[src/rtl/pfdc_pkg.sv]
// Shared constants, types and state codes of the PWM duty and frequency capture unit.
package pfdc_pkg;

   localparam int COUNT_WIDTH    = 16;
   localparam int OUT_WIDTH      = 16;
   localparam int DUTY_WIDTH     = 7;
   localparam int RATE_WIDTH     = 24;
   localparam int PRODUCT_WIDTH  = OUT_WIDTH + DUTY_WIDTH;
   localparam int DIV_NUM_WIDTH  = RATE_WIDTH;
   localparam int DIV_STEP_WIDTH = $clog2(DIV_NUM_WIDTH);
   localparam int QUEUE_DEPTH    = 4;
   localparam int QUEUE_AW       = $clog2(QUEUE_DEPTH);
   localparam int CSR_ADDR_WIDTH = 3;
   localparam int CSR_DATA_WIDTH = 32;

   localparam logic [DUTY_WIDTH-1:0] PERCENT    = DUTY_WIDTH'(100);
   localparam logic [RATE_WIDTH-1:0] RATE_RESET = RATE_WIDTH'(1000000);
   localparam logic [OUT_WIDTH-1:0]  OUT_MAX    = '1;

   localparam logic CSR_ENABLE = 1'b0;
   localparam logic CSR_RATE   = 1'b1;

   typedef struct packed {
      logic [OUT_WIDTH-1:0] period;
      logic [OUT_WIDTH-1:0] off;
      logic                 err;
   } job_type;

   typedef struct packed {
      logic    valid;
      job_type job;
   } job_push_type;

   typedef struct packed {
      logic    valid;
      job_type job;
   } queue_head_type;

   typedef struct packed {
      logic                     start;
      logic [DIV_NUM_WIDTH-1:0] numerator;
      logic [OUT_WIDTH-1:0]     divisor;
   } div_req_type;

   typedef struct packed {
      logic                     done;
      logic [DIV_NUM_WIDTH-1:0] quotient;
   } div_rsp_type;

   typedef enum logic [2:0] {
      BK_IDLE,
      BK_SCALE,
      BK_DUTY_START,
      BK_DUTY_WAIT,
      BK_FREQ_START,
      BK_FREQ_WAIT,
      BK_EMIT
   } back_state_type;

endpackage

[src/rtl/pfdc_req_if.sv]
// Input channel: one timer tick carrying the sampled pin level.
interface pfdc_req_if;
   logic valid;
   logic ready;
   logic pin_level;

   modport source (output valid, output pin_level, input ready);
   modport sink (input valid, input pin_level, output ready);
endinterface

[src/rtl/pfdc_rsp_if.sv]
// Result channel: period, off time, duty, frequency and error flag.
interface pfdc_rsp_if;
   import pfdc_pkg::*;

   logic                  valid;
   logic                  ready;
   logic [OUT_WIDTH-1:0]  period_ticks;
   logic [OUT_WIDTH-1:0]  off_ticks;
   logic [DUTY_WIDTH-1:0] duty_percent;
   logic [OUT_WIDTH-1:0]  frequency;
   logic                  measure_error;

   modport source (output valid, output period_ticks, output off_ticks,
                   output duty_percent, output frequency, output measure_error,
                   input ready);
   modport sink (input valid, input period_ticks, input off_ticks,
                 input duty_percent, input frequency, input measure_error,
                 output ready);
endinterface

[src/rtl/pwm_duty_frequency_capture_unit.sv]
// Top level of the PWM duty and frequency capture unit with its register port.
//
//   channel   direction  handshake          payload
//   req_chan  in         valid/ready        pin_level
//   rsp_chan  out        valid/ready        period_ticks, off_ticks, duty_percent,
//                                            frequency, measure_error
//   csr_*     in         APB psel/penable   capture_enable @0x0, tick_rate @0x4
//
// A tick is taken every cycle while the 4-entry job queue has room.
// Each error-free period takes the back end through one multiply stage and
// two 24-step passes through the shared bit-serial divider; error jobs skip both.
// Periods shorter than that work fill the queue and then drop req_chan.ready.
// A held result stalls the back end first; reset is synchronous and needs no sweep.
module pwm_duty_frequency_capture_unit (
   input  logic                                  clock,
   input  logic                                  reset,
   pfdc_req_if.sink                              req_chan,
   pfdc_rsp_if.source                            rsp_chan,
   input  logic                                  csr_psel,
   input  logic                                  csr_penable,
   input  logic                                  csr_pwrite,
   input  logic [pfdc_pkg::CSR_ADDR_WIDTH-1:0]   csr_paddr,
   input  logic [pfdc_pkg::CSR_DATA_WIDTH-1:0]   csr_pwdata,
   output logic [pfdc_pkg::CSR_DATA_WIDTH-1:0]   csr_prdata,
   output logic                                  csr_pready
);
   import pfdc_pkg::*;

   logic                  enable_ff, enable_in;
   logic [RATE_WIDTH-1:0] rate_ff, rate_in;

   logic           csr_write;
   logic           csr_sel;
   job_push_type   push;
   queue_head_type head;
   logic           queue_full;
   logic           pop;
   div_req_type    div_req;
   div_rsp_type    div_rsp;

   assign csr_pready = 1'b1;
   assign csr_write  = csr_psel && csr_penable && csr_pwrite && csr_pready;
   assign csr_sel    = csr_paddr[2];

   always_comb begin
      enable_in = enable_ff;
      rate_in   = rate_ff;
      if (csr_write) begin
         case (csr_sel)
            CSR_ENABLE: enable_in = csr_pwdata[0];
            CSR_RATE:   rate_in   = csr_pwdata[RATE_WIDTH-1:0];
            default: begin
            end
         endcase
      end
   end

   always_comb begin
      case (csr_sel)
         CSR_ENABLE: csr_prdata = CSR_DATA_WIDTH'(enable_ff);
         CSR_RATE:   csr_prdata = CSR_DATA_WIDTH'(rate_ff);
         default:    csr_prdata = '0;
      endcase
   end

   always_ff @(posedge clock) begin
      if (reset) begin
         enable_ff <= 1'b0;
         rate_ff   <= RATE_RESET;
      end else begin
         enable_ff <= enable_in;
         rate_ff   <= rate_in;
      end
   end

   pfdc_front u_front (
      .clock          (clock),
      .reset          (reset),
      .req_chan       (req_chan),
      .capture_enable (enable_ff),
      .queue_full     (queue_full),
      .push           (push)
   );

   pfdc_queue u_queue (
      .clock (clock),
      .reset (reset),
      .push  (push),
      .pop   (pop),
      .head  (head),
      .full  (queue_full)
   );

   pfdc_div u_div (
      .clock   (clock),
      .reset   (reset),
      .div_req (div_req),
      .div_rsp (div_rsp)
   );

   pfdc_back u_back (
      .clock     (clock),
      .reset     (reset),
      .head      (head),
      .pop       (pop),
      .tick_rate (rate_ff),
      .div_req   (div_req),
      .div_rsp   (div_rsp),
      .rsp_chan  (rsp_chan)
   );

endmodule

[src/rtl/pfdc_front.sv]
// Front end: edge detection, tick counter and capture of period and off time.
module pfdc_front (
   input  logic                  clock,
   input  logic                  reset,
   pfdc_req_if.sink              req_chan,
   input  logic                  capture_enable,
   input  logic                  queue_full,
   output pfdc_pkg::job_push_type push
);
   import pfdc_pkg::*;

   logic                   prev_ff, prev_in;
   logic                   await_ff, await_in;
   logic [COUNT_WIDTH-1:0] counter_ff, counter_in;
   logic [COUNT_WIDTH-1:0] off_ff, off_in;
   logic                   ovf_ff, ovf_in;

   logic        accept;
   logic        rising;
   logic        falling;
   logic [32:0] period_ext;
   logic [32:0] off_ext;
   logic        period_over;
   logic        off_over;

   assign req_chan.ready = !queue_full;
   assign accept         = req_chan.valid && req_chan.ready;
   assign rising         = !prev_ff && req_chan.pin_level;
   assign falling        = prev_ff && !req_chan.pin_level;

   assign period_ext  = 33'(counter_ff);
   assign off_ext     = 33'(off_ff);
   assign period_over = period_ext > 33'(OUT_MAX);
   assign off_over    = off_ext > 33'(OUT_MAX);

   always_comb begin
      prev_in    = prev_ff;
      await_in   = await_ff;
      counter_in = counter_ff;
      off_in     = off_ff;
      ovf_in     = ovf_ff;
      push.valid = 1'b0;
      push.job.period = period_over ? OUT_MAX : period_ext[OUT_WIDTH-1:0];
      push.job.off    = off_over ? OUT_MAX : off_ext[OUT_WIDTH-1:0];
      push.job.err    = ovf_ff || (counter_ff == '0) || period_over || off_over;
      if (accept) begin
         prev_in = req_chan.pin_level;
         if (capture_enable) begin
            if (falling && await_ff) begin
               push.valid = 1'b1;
               counter_in = '0;
               ovf_in     = 1'b0;
               await_in   = 1'b0;
            end else begin
               if (rising && !await_ff) begin
                  off_in   = counter_ff;
                  await_in = 1'b1;
               end
               if (counter_ff == '1) begin
                  ovf_in = 1'b1;
               end else begin
                  counter_in = counter_ff + 1'b1;
               end
            end
         end
      end
   end

   always_ff @(posedge clock) begin
      if (reset) begin
         prev_ff    <= 1'b0;
         await_ff   <= 1'b0;
         counter_ff <= '0;
         off_ff     <= '0;
         ovf_ff     <= 1'b0;
      end else begin
         prev_ff    <= prev_in;
         await_ff   <= await_in;
         counter_ff <= counter_in;
         off_ff     <= off_in;
         ovf_ff     <= ovf_in;
      end
   end

endmodule

[src/rtl/pfdc_queue.sv]
// Short job queue between the capture front end and the arithmetic back end.
module pfdc_queue (
   input  logic                    clock,
   input  logic                    reset,
   input  pfdc_pkg::job_push_type  push,
   input  logic                    pop,
   output pfdc_pkg::queue_head_type head,
   output logic                    full
);
   import pfdc_pkg::*;

   job_type               entry_ff [QUEUE_DEPTH];
   logic [QUEUE_AW-1:0]   wr_ptr_ff, wr_ptr_in;
   logic [QUEUE_AW-1:0]   rd_ptr_ff, rd_ptr_in;
   logic [QUEUE_AW:0]     count_ff, count_in;

   assign full       = count_ff == (QUEUE_AW+1)'(QUEUE_DEPTH);
   assign head.valid = count_ff != '0;
   assign head.job   = entry_ff[rd_ptr_ff];

   always_comb begin
      wr_ptr_in = push.valid ? wr_ptr_ff + 1'b1 : wr_ptr_ff;
      rd_ptr_in = pop ? rd_ptr_ff + 1'b1 : rd_ptr_ff;
      count_in  = count_ff;
      if (push.valid && !pop) begin
         count_in = count_ff + 1'b1;
      end else if (!push.valid && pop) begin
         count_in = count_ff - 1'b1;
      end
   end

   always_ff @(posedge clock) begin
      if (push.valid) begin
         entry_ff[wr_ptr_ff] <= push.job;
      end
   end

   always_ff @(posedge clock) begin
      if (reset) begin
         wr_ptr_ff <= '0;
         rd_ptr_ff <= '0;
         count_ff  <= '0;
      end else begin
         wr_ptr_ff <= wr_ptr_in;
         rd_ptr_ff <= rd_ptr_in;
         count_ff  <= count_in;
      end
   end

`ifndef NO_ASSERTIONS
   a_no_overrun: assert property (@(posedge clock) disable iff (reset)
      !(push.valid && full))
      else $error("job pushed into full queue");
   a_no_underrun: assert property (@(posedge clock) disable iff (reset)
      !(pop && !head.valid))
      else $error("job popped from empty queue");
`endif

endmodule

[src/rtl/pfdc_div.sv]
// Restoring divider, one quotient bit per cycle.
module pfdc_div (
   input  logic                 clock,
   input  logic                 reset,
   input  pfdc_pkg::div_req_type div_req,
   output pfdc_pkg::div_rsp_type div_rsp
);
   import pfdc_pkg::*;

   logic [DIV_NUM_WIDTH-1:0]  work_ff, work_in;
   logic [OUT_WIDTH-1:0]      rem_ff, rem_in;
   logic [OUT_WIDTH-1:0]      divisor_ff, divisor_in;
   logic [DIV_STEP_WIDTH-1:0] step_ff, step_in;
   logic                      busy_ff, busy_in;
   logic                      done_ff, done_in;

   logic [OUT_WIDTH:0] trial;
   logic [OUT_WIDTH:0] diff;

   assign trial = {rem_ff, work_ff[DIV_NUM_WIDTH-1]};
   assign diff  = trial - {1'b0, divisor_ff};

   always_comb begin
      work_in    = work_ff;
      rem_in     = rem_ff;
      divisor_in = divisor_ff;
      step_in    = step_ff;
      busy_in    = busy_ff;
      done_in    = 1'b0;
      if (div_req.start) begin
         work_in    = div_req.numerator;
         rem_in     = '0;
         divisor_in = div_req.divisor;
         step_in    = DIV_STEP_WIDTH'(DIV_NUM_WIDTH - 1);
         busy_in    = 1'b1;
      end else if (busy_ff) begin
         if (!diff[OUT_WIDTH]) begin
            rem_in  = diff[OUT_WIDTH-1:0];
            work_in = {work_ff[DIV_NUM_WIDTH-2:0], 1'b1};
         end else begin
            rem_in  = trial[OUT_WIDTH-1:0];
            work_in = {work_ff[DIV_NUM_WIDTH-2:0], 1'b0};
         end
         if (step_ff == '0) begin
            busy_in = 1'b0;
            done_in = 1'b1;
         end else begin
            step_in = step_ff - 1'b1;
         end
      end
   end

   assign div_rsp.done     = done_ff;
   assign div_rsp.quotient = work_ff;

   always_ff @(posedge clock) begin
      work_ff    <= work_in;
      rem_ff     <= rem_in;
      divisor_ff <= divisor_in;
      step_ff    <= step_in;
   end

   always_ff @(posedge clock) begin
      if (reset) begin
         busy_ff <= 1'b0;
         done_ff <= 1'b0;
      end else begin
         busy_ff <= busy_in;
         done_ff <= done_in;
      end
   end

`ifndef NO_ASSERTIONS
   a_nonzero_divisor: assert property (@(posedge clock) disable iff (reset)
      busy_ff |-> divisor_ff != '0)
      else $error("division by zero period");
`endif

endmodule

[src/rtl/pfdc_back.sv]
// Back end: duty and frequency arithmetic and the result output register.
module pfdc_back (
   input  logic                              clock,
   input  logic                              reset,
   input  pfdc_pkg::queue_head_type          head,
   output logic                              pop,
   input  logic [pfdc_pkg::RATE_WIDTH-1:0]   tick_rate,
   output pfdc_pkg::div_req_type             div_req,
   input  pfdc_pkg::div_rsp_type             div_rsp,
   pfdc_rsp_if.source                        rsp_chan
);
   import pfdc_pkg::*;

   back_state_type state_ff, state_in;

   job_type                 job_ff, job_in;
   logic [PRODUCT_WIDTH-1:0] product_ff, product_in;
   logic [DUTY_WIDTH-1:0]   duty_ff, duty_in;
   logic [OUT_WIDTH-1:0]    freq_ff, freq_in;

   logic                    rsp_valid_ff, rsp_valid_in;
   logic [OUT_WIDTH-1:0]    rsp_period_ff;
   logic [OUT_WIDTH-1:0]    rsp_off_ff;
   logic [DUTY_WIDTH-1:0]   rsp_duty_ff;
   logic [OUT_WIDTH-1:0]    rsp_freq_ff;
   logic                    rsp_err_ff;

   logic                    load_rsp;
   logic                    slot_free;
   logic [OUT_WIDTH-1:0]    high_ticks;

   assign slot_free  = !rsp_valid_ff || rsp_chan.ready;
   assign high_ticks = job_ff.period - job_ff.off;

   always_comb begin
      state_in = state_ff;
      case (state_ff)
         BK_IDLE: begin
            if (head.valid) begin
               state_in = head.job.err ? BK_EMIT : BK_SCALE;
            end
         end
         BK_SCALE:      state_in = BK_DUTY_START;
         BK_DUTY_START: state_in = BK_DUTY_WAIT;
         BK_DUTY_WAIT: begin
            if (div_rsp.done) begin
               state_in = BK_FREQ_START;
            end
         end
         BK_FREQ_START: state_in = BK_FREQ_WAIT;
         BK_FREQ_WAIT: begin
            if (div_rsp.done) begin
               state_in = BK_EMIT;
            end
         end
         BK_EMIT: begin
            if (slot_free) begin
               state_in = BK_IDLE;
            end
         end
         default: state_in = BK_IDLE;
      endcase
   end

   always_comb begin
      pop               = 1'b0;
      load_rsp          = 1'b0;
      div_req.start     = 1'b0;
      div_req.numerator = DIV_NUM_WIDTH'(product_ff);
      div_req.divisor   = job_ff.period;
      job_in            = job_ff;
      product_in        = product_ff;
      duty_in           = duty_ff;
      freq_in           = freq_ff;
      case (state_ff)
         BK_IDLE: begin
            if (head.valid) begin
               pop     = 1'b1;
               job_in  = head.job;
               duty_in = '0;
               freq_in = '0;
            end
         end
         BK_SCALE: begin
            if (job_ff.off <= job_ff.period) begin
               product_in = PRODUCT_WIDTH'(high_ticks) * PRODUCT_WIDTH'(PERCENT);
            end else begin
               product_in = '0;
            end
         end
         BK_DUTY_START: begin
            div_req.start = 1'b1;
         end
         BK_DUTY_WAIT: begin
            if (div_rsp.done) begin
               duty_in = div_rsp.quotient[DUTY_WIDTH-1:0];
            end
         end
         BK_FREQ_START: begin
            div_req.start     = 1'b1;
            div_req.numerator = tick_rate;
         end
         BK_FREQ_WAIT: begin
            if (div_rsp.done) begin
               if (div_rsp.quotient > DIV_NUM_WIDTH'(OUT_MAX)) begin
                  freq_in = OUT_MAX;
               end else begin
                  freq_in = div_rsp.quotient[OUT_WIDTH-1:0];
               end
            end
         end
         BK_EMIT: begin
            load_rsp = slot_free;
         end
         default: begin
         end
      endcase
   end

   always_comb begin
      rsp_valid_in = rsp_valid_ff;
      if (load_rsp) begin
         rsp_valid_in = 1'b1;
      end else if (rsp_chan.ready) begin
         rsp_valid_in = 1'b0;
      end
   end

   always_ff @(posedge clock) begin
      job_ff     <= job_in;
      product_ff <= product_in;
      duty_ff    <= duty_in;
      freq_ff    <= freq_in;
      if (load_rsp) begin
         rsp_period_ff <= job_ff.period;
         rsp_off_ff    <= job_ff.off;
         rsp_duty_ff   <= duty_ff;
         rsp_freq_ff   <= freq_ff;
         rsp_err_ff    <= job_ff.err;
      end
   end

   always_ff @(posedge clock) begin
      if (reset) begin
         state_ff     <= BK_IDLE;
         rsp_valid_ff <= 1'b0;
      end else begin
         state_ff     <= state_in;
         rsp_valid_ff <= rsp_valid_in;
      end
   end

   assign rsp_chan.valid         = rsp_valid_ff;
   assign rsp_chan.period_ticks  = rsp_period_ff;
   assign rsp_chan.off_ticks     = rsp_off_ff;
   assign rsp_chan.duty_percent  = rsp_duty_ff;
   assign rsp_chan.frequency     = rsp_freq_ff;
   assign rsp_chan.measure_error = rsp_err_ff;

`ifndef NO_ASSERTIONS
   a_error_zeroes: assert property (@(posedge clock) disable iff (reset)
      rsp_valid_ff && rsp_err_ff |-> rsp_duty_ff == '0 && rsp_freq_ff == '0)
      else $error("error result carries nonzero duty or frequency");
   a_duty_range: assert property (@(posedge clock) disable iff (reset)
      rsp_valid_ff |-> rsp_duty_ff <= PERCENT)
      else $error("duty above one hundred percent");
   a_divider_idle_pop: assert property (@(posedge clock) disable iff (reset)
      pop |-> !div_rsp.done)
      else $error("new job taken while a division completes");
`endif

endmodule

[src/flat_wrapper.sv]
// flat-port wrapper written by rule: the top's interface ports become plain ports
module pwm_duty_frequency_capture_unit_flat import pfdc_pkg::*;
  (clock, reset, csr_psel, csr_penable, csr_pwrite, csr_paddr, csr_pwdata, csr_prdata, csr_pready, req_chan_valid, req_chan_pin_level, req_chan_ready, rsp_chan_valid, rsp_chan_period_ticks, rsp_chan_off_ticks, rsp_chan_duty_percent, rsp_chan_frequency, rsp_chan_measure_error, rsp_chan_ready);
  pfdc_req_if req_chan_i ();
  pfdc_rsp_if rsp_chan_i ();
  input  logic clock;
  input  logic reset;
  input  logic csr_psel;
  input  logic csr_penable;
  input  logic csr_pwrite;
  input  logic [pfdc_pkg::CSR_ADDR_WIDTH-1:0] csr_paddr;
  input  logic [pfdc_pkg::CSR_DATA_WIDTH-1:0] csr_pwdata;
  output logic [pfdc_pkg::CSR_DATA_WIDTH-1:0] csr_prdata;
  output logic csr_pready;
  input wire logic [$bits(req_chan_i.valid)-1:0] req_chan_valid;
  input wire logic [$bits(req_chan_i.pin_level)-1:0] req_chan_pin_level;
  output wire logic [$bits(req_chan_i.ready)-1:0] req_chan_ready;
  output wire logic [$bits(rsp_chan_i.valid)-1:0] rsp_chan_valid;
  output wire logic [$bits(rsp_chan_i.period_ticks)-1:0] rsp_chan_period_ticks;
  output wire logic [$bits(rsp_chan_i.off_ticks)-1:0] rsp_chan_off_ticks;
  output wire logic [$bits(rsp_chan_i.duty_percent)-1:0] rsp_chan_duty_percent;
  output wire logic [$bits(rsp_chan_i.frequency)-1:0] rsp_chan_frequency;
  output wire logic [$bits(rsp_chan_i.measure_error)-1:0] rsp_chan_measure_error;
  input wire logic [$bits(rsp_chan_i.ready)-1:0] rsp_chan_ready;
  assign req_chan_i.valid = req_chan_valid;
  assign req_chan_i.pin_level = req_chan_pin_level;
  assign req_chan_ready = req_chan_i.ready;
  assign rsp_chan_valid = rsp_chan_i.valid;
  assign rsp_chan_period_ticks = rsp_chan_i.period_ticks;
  assign rsp_chan_off_ticks = rsp_chan_i.off_ticks;
  assign rsp_chan_duty_percent = rsp_chan_i.duty_percent;
  assign rsp_chan_frequency = rsp_chan_i.frequency;
  assign rsp_chan_measure_error = rsp_chan_i.measure_error;
  assign rsp_chan_i.ready = rsp_chan_ready;
  pwm_duty_frequency_capture_unit u_core (.clock(clock), .reset(reset), .req_chan(req_chan_i), .rsp_chan(rsp_chan_i), .csr_psel(csr_psel), .csr_penable(csr_penable), .csr_pwrite(csr_pwrite), .csr_paddr(csr_paddr), .csr_pwdata(csr_pwdata), .csr_prdata(csr_prdata), .csr_pready(csr_pready));
endmodule
[config.mk]
export PLATFORM = sky130hd
export DESIGN_NAME = pwm_duty_frequency_capture_unit_flat
export DESIGN_NICKNAME = d
export VERILOG_FILES = /design/src/rtl/pfdc_pkg.sv /design/src/rtl/pfdc_req_if.sv /design/src/rtl/pfdc_rsp_if.sv /design/src/rtl/pwm_duty_frequency_capture_unit.sv /design/src/rtl/pfdc_front.sv /design/src/rtl/pfdc_queue.sv /design/src/rtl/pfdc_div.sv /design/src/rtl/pfdc_back.sv /design/src/flat_wrapper.sv
export SDC_FILE = /design/constraint.sdc
export NUM_CORES = 1
export LEC_CHECK = 0
export ABC_AREA = 1
export BUFFER_PORTS_ARGS = -buffer_cell sky130_fd_sc_hd__buf_2
export CAP_MARGIN = 30
export CORE_AREA = 2 2 221 180
export DETAILED_ROUTE_END_ITERATION = 16
export DIE_AREA = 0 0 223 182
export GPL_ROUTABILITY_DRIVEN = 0
export GPL_TIMING_DRIVEN = 0
export PLACE_DENSITY = 0.67
export SKIP_CTS_REPAIR_TIMING = 1
export SYNTH_ARGS = -nofsm -noshare
export SYNTH_HDL_FRONTEND = slang
export SYNTH_SLANG_ARGS = --single-unit
[constraint.sdc]
create_clock -name clock -period 6.01 [get_ports clock]
set_input_delay 0.3005 -clock clock [delete_from_list [all_inputs] [get_ports clock]]
set_output_delay 0.3005 -clock clock [all_outputs]
set_load 0.05 [all_outputs]
==> results.json <==
{
  "critical_path.reg2reg.startpoint": "u_core.u_back.div_req[0]",
  "r2r_slack_ns": 1.14,
  "slew_headroom": 0.361,
  "rows": 65,
  "clock-sinks": 401,
  "drtIter0Drc": 1343,
  "critical_path_class": "reg -> reg",
  "hp-class": "in -> reg",
  "hpwl_um": 33700,
  "design.portCount": 134,
  "rsz0062_at_grt": "no",
  "ys_seq_area_frac": 0.584,
  "syn-cell-area_sq_um": 19000,
  "drcViolationCount": 0,
  "startpoint": "u_core.u_back.div_req[0]",
  "whs_ns": -0.0120,
  "required_ns": 6.29,
  "htreeDepth": 2,
  "drv_slew": 0,
  "synthCells": 1929,
  "synth_edf_count": 305,
  "die_w_um": 223,
  "cp_max_fo": 5,
  "gr-total-overflow": 0,
  "r2r_end": "u_core.u_back.product_ff[22]",
  "die_h_um": 182,
  "avgViaCountPerCell": 5.30,
  "final.setup.tns_ns": 0,
  "grt_max_degree": 34,
  "crit_path_start_kind": "register",
  "r2r_cells": 23,
  "synth-seq-cells": 401,
  "placed_cell_area_sq_um": 20400,
  "timing.fmax_ghz": 0.205,
  "n_fill_cell": 3306,
  "dr.pass1.iters": 6,
  "synth_cell_type_count": 50,
  "setup_viol": 0,
  "synth_flop_cell": "edfxtp_1",
  "hold_start": "csr_pwdata[18]",
  "antenna_cells": 0,
  "dp_cells": 2559,
  "cts_root_buf": "clkbuf_16",
  "grt_pass1_vias": 13416,
  "core_sq_um": 38600,
  "final_area_sq_um": 21800,
  "cp.arrival_ns": 5.15,
  "grt_pass1_wl_um": 71300,
  "finalCritPeriodShare": 0.810,
  "finalNetCount": 2259,
  "holdPathEnd": "u_core.rate_ff[18]",
  "clk_latency_ns": 0.54,
  "drv_cap": 0,
  "syn_area_per_cell_sq_um": 9.84,
  "finalClockSkew_ns": 0.0139,
  "ys.warnings.count": 0,
  "cp-end-kind": "register",
  "drive_gt1_frac": 0.114,
  "finalCriticalPeriod_ns": 4.87,
  "grt_use_total": 0.224,
  "clk_pin_slew_worst_paths_ns": 0.07,
  "worstMarginPinSlew_ns": 0.956,
  "vias": 14004,
  "dieArea_sq_um": 40600,
  "ant_nets": 0,
  "io_buffers": 113,
  "fin_cells": 2643,
  "async_reset_ff_frac": 0,
  "antenna_found_initial": 2,
  "start_util": 0.491,
  "status": "finished, violations left",
  "cts_tree": "yes",
  "whs_path_depth": 3,
  "totalWireLength_um": 45300,
  "clock_path_buffers": 3,
  "hold_violations": 6,
  "violations": "negative hold slack",
  "cts-buffers-inserted": 41,
  "avgRoutedWirePerCell_um": 17.1,
  "area_growth_pct": 14.6
}
-- cell usage after synthesis (2+ instances only) --
cell | instances | share of area
and2_1 | 4 | 0.0013
nand4_1 | 8 | 0.0026
nand3b_1 | 4 | 0.0016
inv_2 | 3 | 0.00059
xor2_1 | 25 | 0.012
or2_2 | 2 | 0.00066
nor3_2 | 3 | 0.0016
xnor2_1 | 10 | 0.0046
a22oi_1 | 15 | 0.0059
conb_1 | 2 | 0.00040
buf_4 | 13 | 0.0051
buf_2 | 14 | 0.0037
fa_1 | 14 | 0.015
inv_1 | 260 | 0.051
o22ai_1 | 33 | 0.011
nand3_2 | 2 | 0.0011
buf_1 | 4 | 0.00079
nor4_1 | 4 | 0.0013
nor3_1 | 13 | 0.0034
ha_1 | 94 | 0.062
nand2_1 | 366 | 0.072
clkbuf_1 | 35 | 0.0069
a21oi_2 | 4 | 0.0018
and3_1 | 2 | 0.00066
a21o_1 | 3 | 0.0012
nor2_1 | 205 | 0.041
o21ai_0 | 136 | 0.036
a21oi_1 | 129 | 0.034
o21ai_1 | 2 | 0.00053
nand3_1 | 95 | 0.025
nor2_4 | 2 | 0.0012
nand2_2 | 5 | 0.0016
nor2_8 | 2 | 0.0021
dfxtp_1 | 96 | 0.10
edfxtp_1 | 305 | 0.48
-- registers in the layout, indices dropped and copies added (netlist names), 2 cells and up, named ones only --
name                                 cells
u_core.u_queue.rd_ptr_ff                 2
u_core.u_back.rsp_chan.period_ticks     16
u_core.u_queue.entry_ff                132
u_core.u_div.rem_ff                     16
u_core.u_back.rsp_chan.frequency        16
u_core.u_back.duty_ff                    7
u_core.u_div.step_ff                     5
u_core.u_queue.wr_ptr_ff                 2
u_core.u_back.state_ff                   3
u_core.u_div.divisor_ff                 16
u_core.u_back.rsp_chan.off_ticks        16
u_core.u_back.freq_ff                   16
u_core.u_back.div_req                   16
u_core.u_front.off_ff                   16
u_core.u_queue.count_ff                  3
u_core.rate_ff                          24
u_core.u_back.job_ff                    17
u_core.u_back.product_ff                21
u_core.u_back.rsp_chan.duty_percent      7
u_core.u_front.counter_ff               16
u_core.u_div.work_ff                    24
-- final cells by class --
type / count / area (sq um) / area share
timing repair buffer: 129 / 826 / 0.0380
buffer: 67 / 329 / 0.0151
clock buffer: 55 / 1120 / 0.0515
sequential: 401 / 11100 / 0.509
inverter: 265 / 998 / 0.0459
multi-input combinational: 1203 / 6650 / 0.306
clock inverter: 21 / 124 / 0.00569
tap: 502 / 628 / 0.0289
-- how the worst max path moves through the flow --
| stage | end | slack (ns) |
|---|---|---|
| 2_1_floorplan | u_core.u_back.product_ff[22] | 1.82 |
| 3_3_place_gp | u_core.u_back.rsp_chan.off_ticks[0] | 1.00 |
| 3_5_place_dp | u_core.u_back.product_ff[22] | 1.19 |
| 4_1_cts | u_core.u_back.product_ff[22] | 1.14 |
| 5_1_grt | u_core.u_back.product_ff[22] | 0.71 |
| 6_report | u_core.u_back.product_ff[22] | 1.14 |
-- cell families (layout without fill, tap and decap cells) --
group / count (synthesis) / count (layout) / synth area share
buf+inv: 332 / 537 / 0.0699
xor+xnor: 35 / 35 / 0.0161
flops: 401 / 401 / 0.584
simple gates: 723 / 723 / 0.160
other cells: 2 / 9 / 0.000396
compound gates: 328 / 328 / 0.0929
fa+ha+maj: 108 / 108 / 0.0767
-- cell usage in the layout (no fill, tap or decap), types with 33 or more instances in the layout --
master	instances
buf_2	128
dfxtp_1	96
clkbuf_1	46
clkbuf_16	42
o21ai_0	135
edfxtp_1	305
a21oi_1	129
nand2_1	366
ha_1	94
nand3_1	95
nor2_1	198
inv_1	260
o22ai_1	33
-- metal layers --
layer / track usage / up-vias / part of all wire
met2: 0.353 / 485 / 0.45
li1: - / 6827 / -
met3: 0.0393 / 72 / 0.075
met5: 0 / - / 0
met1: 0.318 / 6620 / 0.45
met4: 0.0674 / 0 / 0.025
-- per-stage QoR --
stage,utilization,setup WS (ns),hold slack (ns)
6_report,0.563,1.14,-0.0120
5_1_grt,0.563,0.708,0.000562
4_1_cts,0.561,1.14,-0.0257
3_3_place_gp,0.523,1.00,0.401
2_1_floorplan,-,1.82,0.400
3_5_place_dp,0.529,1.19,0.405
-- critical path, stage by stage, from the launching register on --
cell and delay, ns:
edfxtp_1 0.48, inv_1 0.08, ha_1 0.21, fa_1 0.41
inv_1 0.07, nand3_1 0.06, nand2_1 0.13, nand3_1 0.08
nand3_1 0.16, a21boi_0 0.13, xor2_1 0.32, inv_1 0.12
ha_1 0.31, ha_1 0.27, inv_1 0.05, fa_1 0.53
inv_1 0.04, ha_1 0.35, a21oi_1 0.24, o21ai_0 0.16
a21oi_1 0.20, nand2_1 0.08, nand2_1 0.05, a21oi_1 0.06
Power is left out: the tool's default activity adds up to more than one toggle a clock period on the data nets, which glitch-free logic cannot reach.
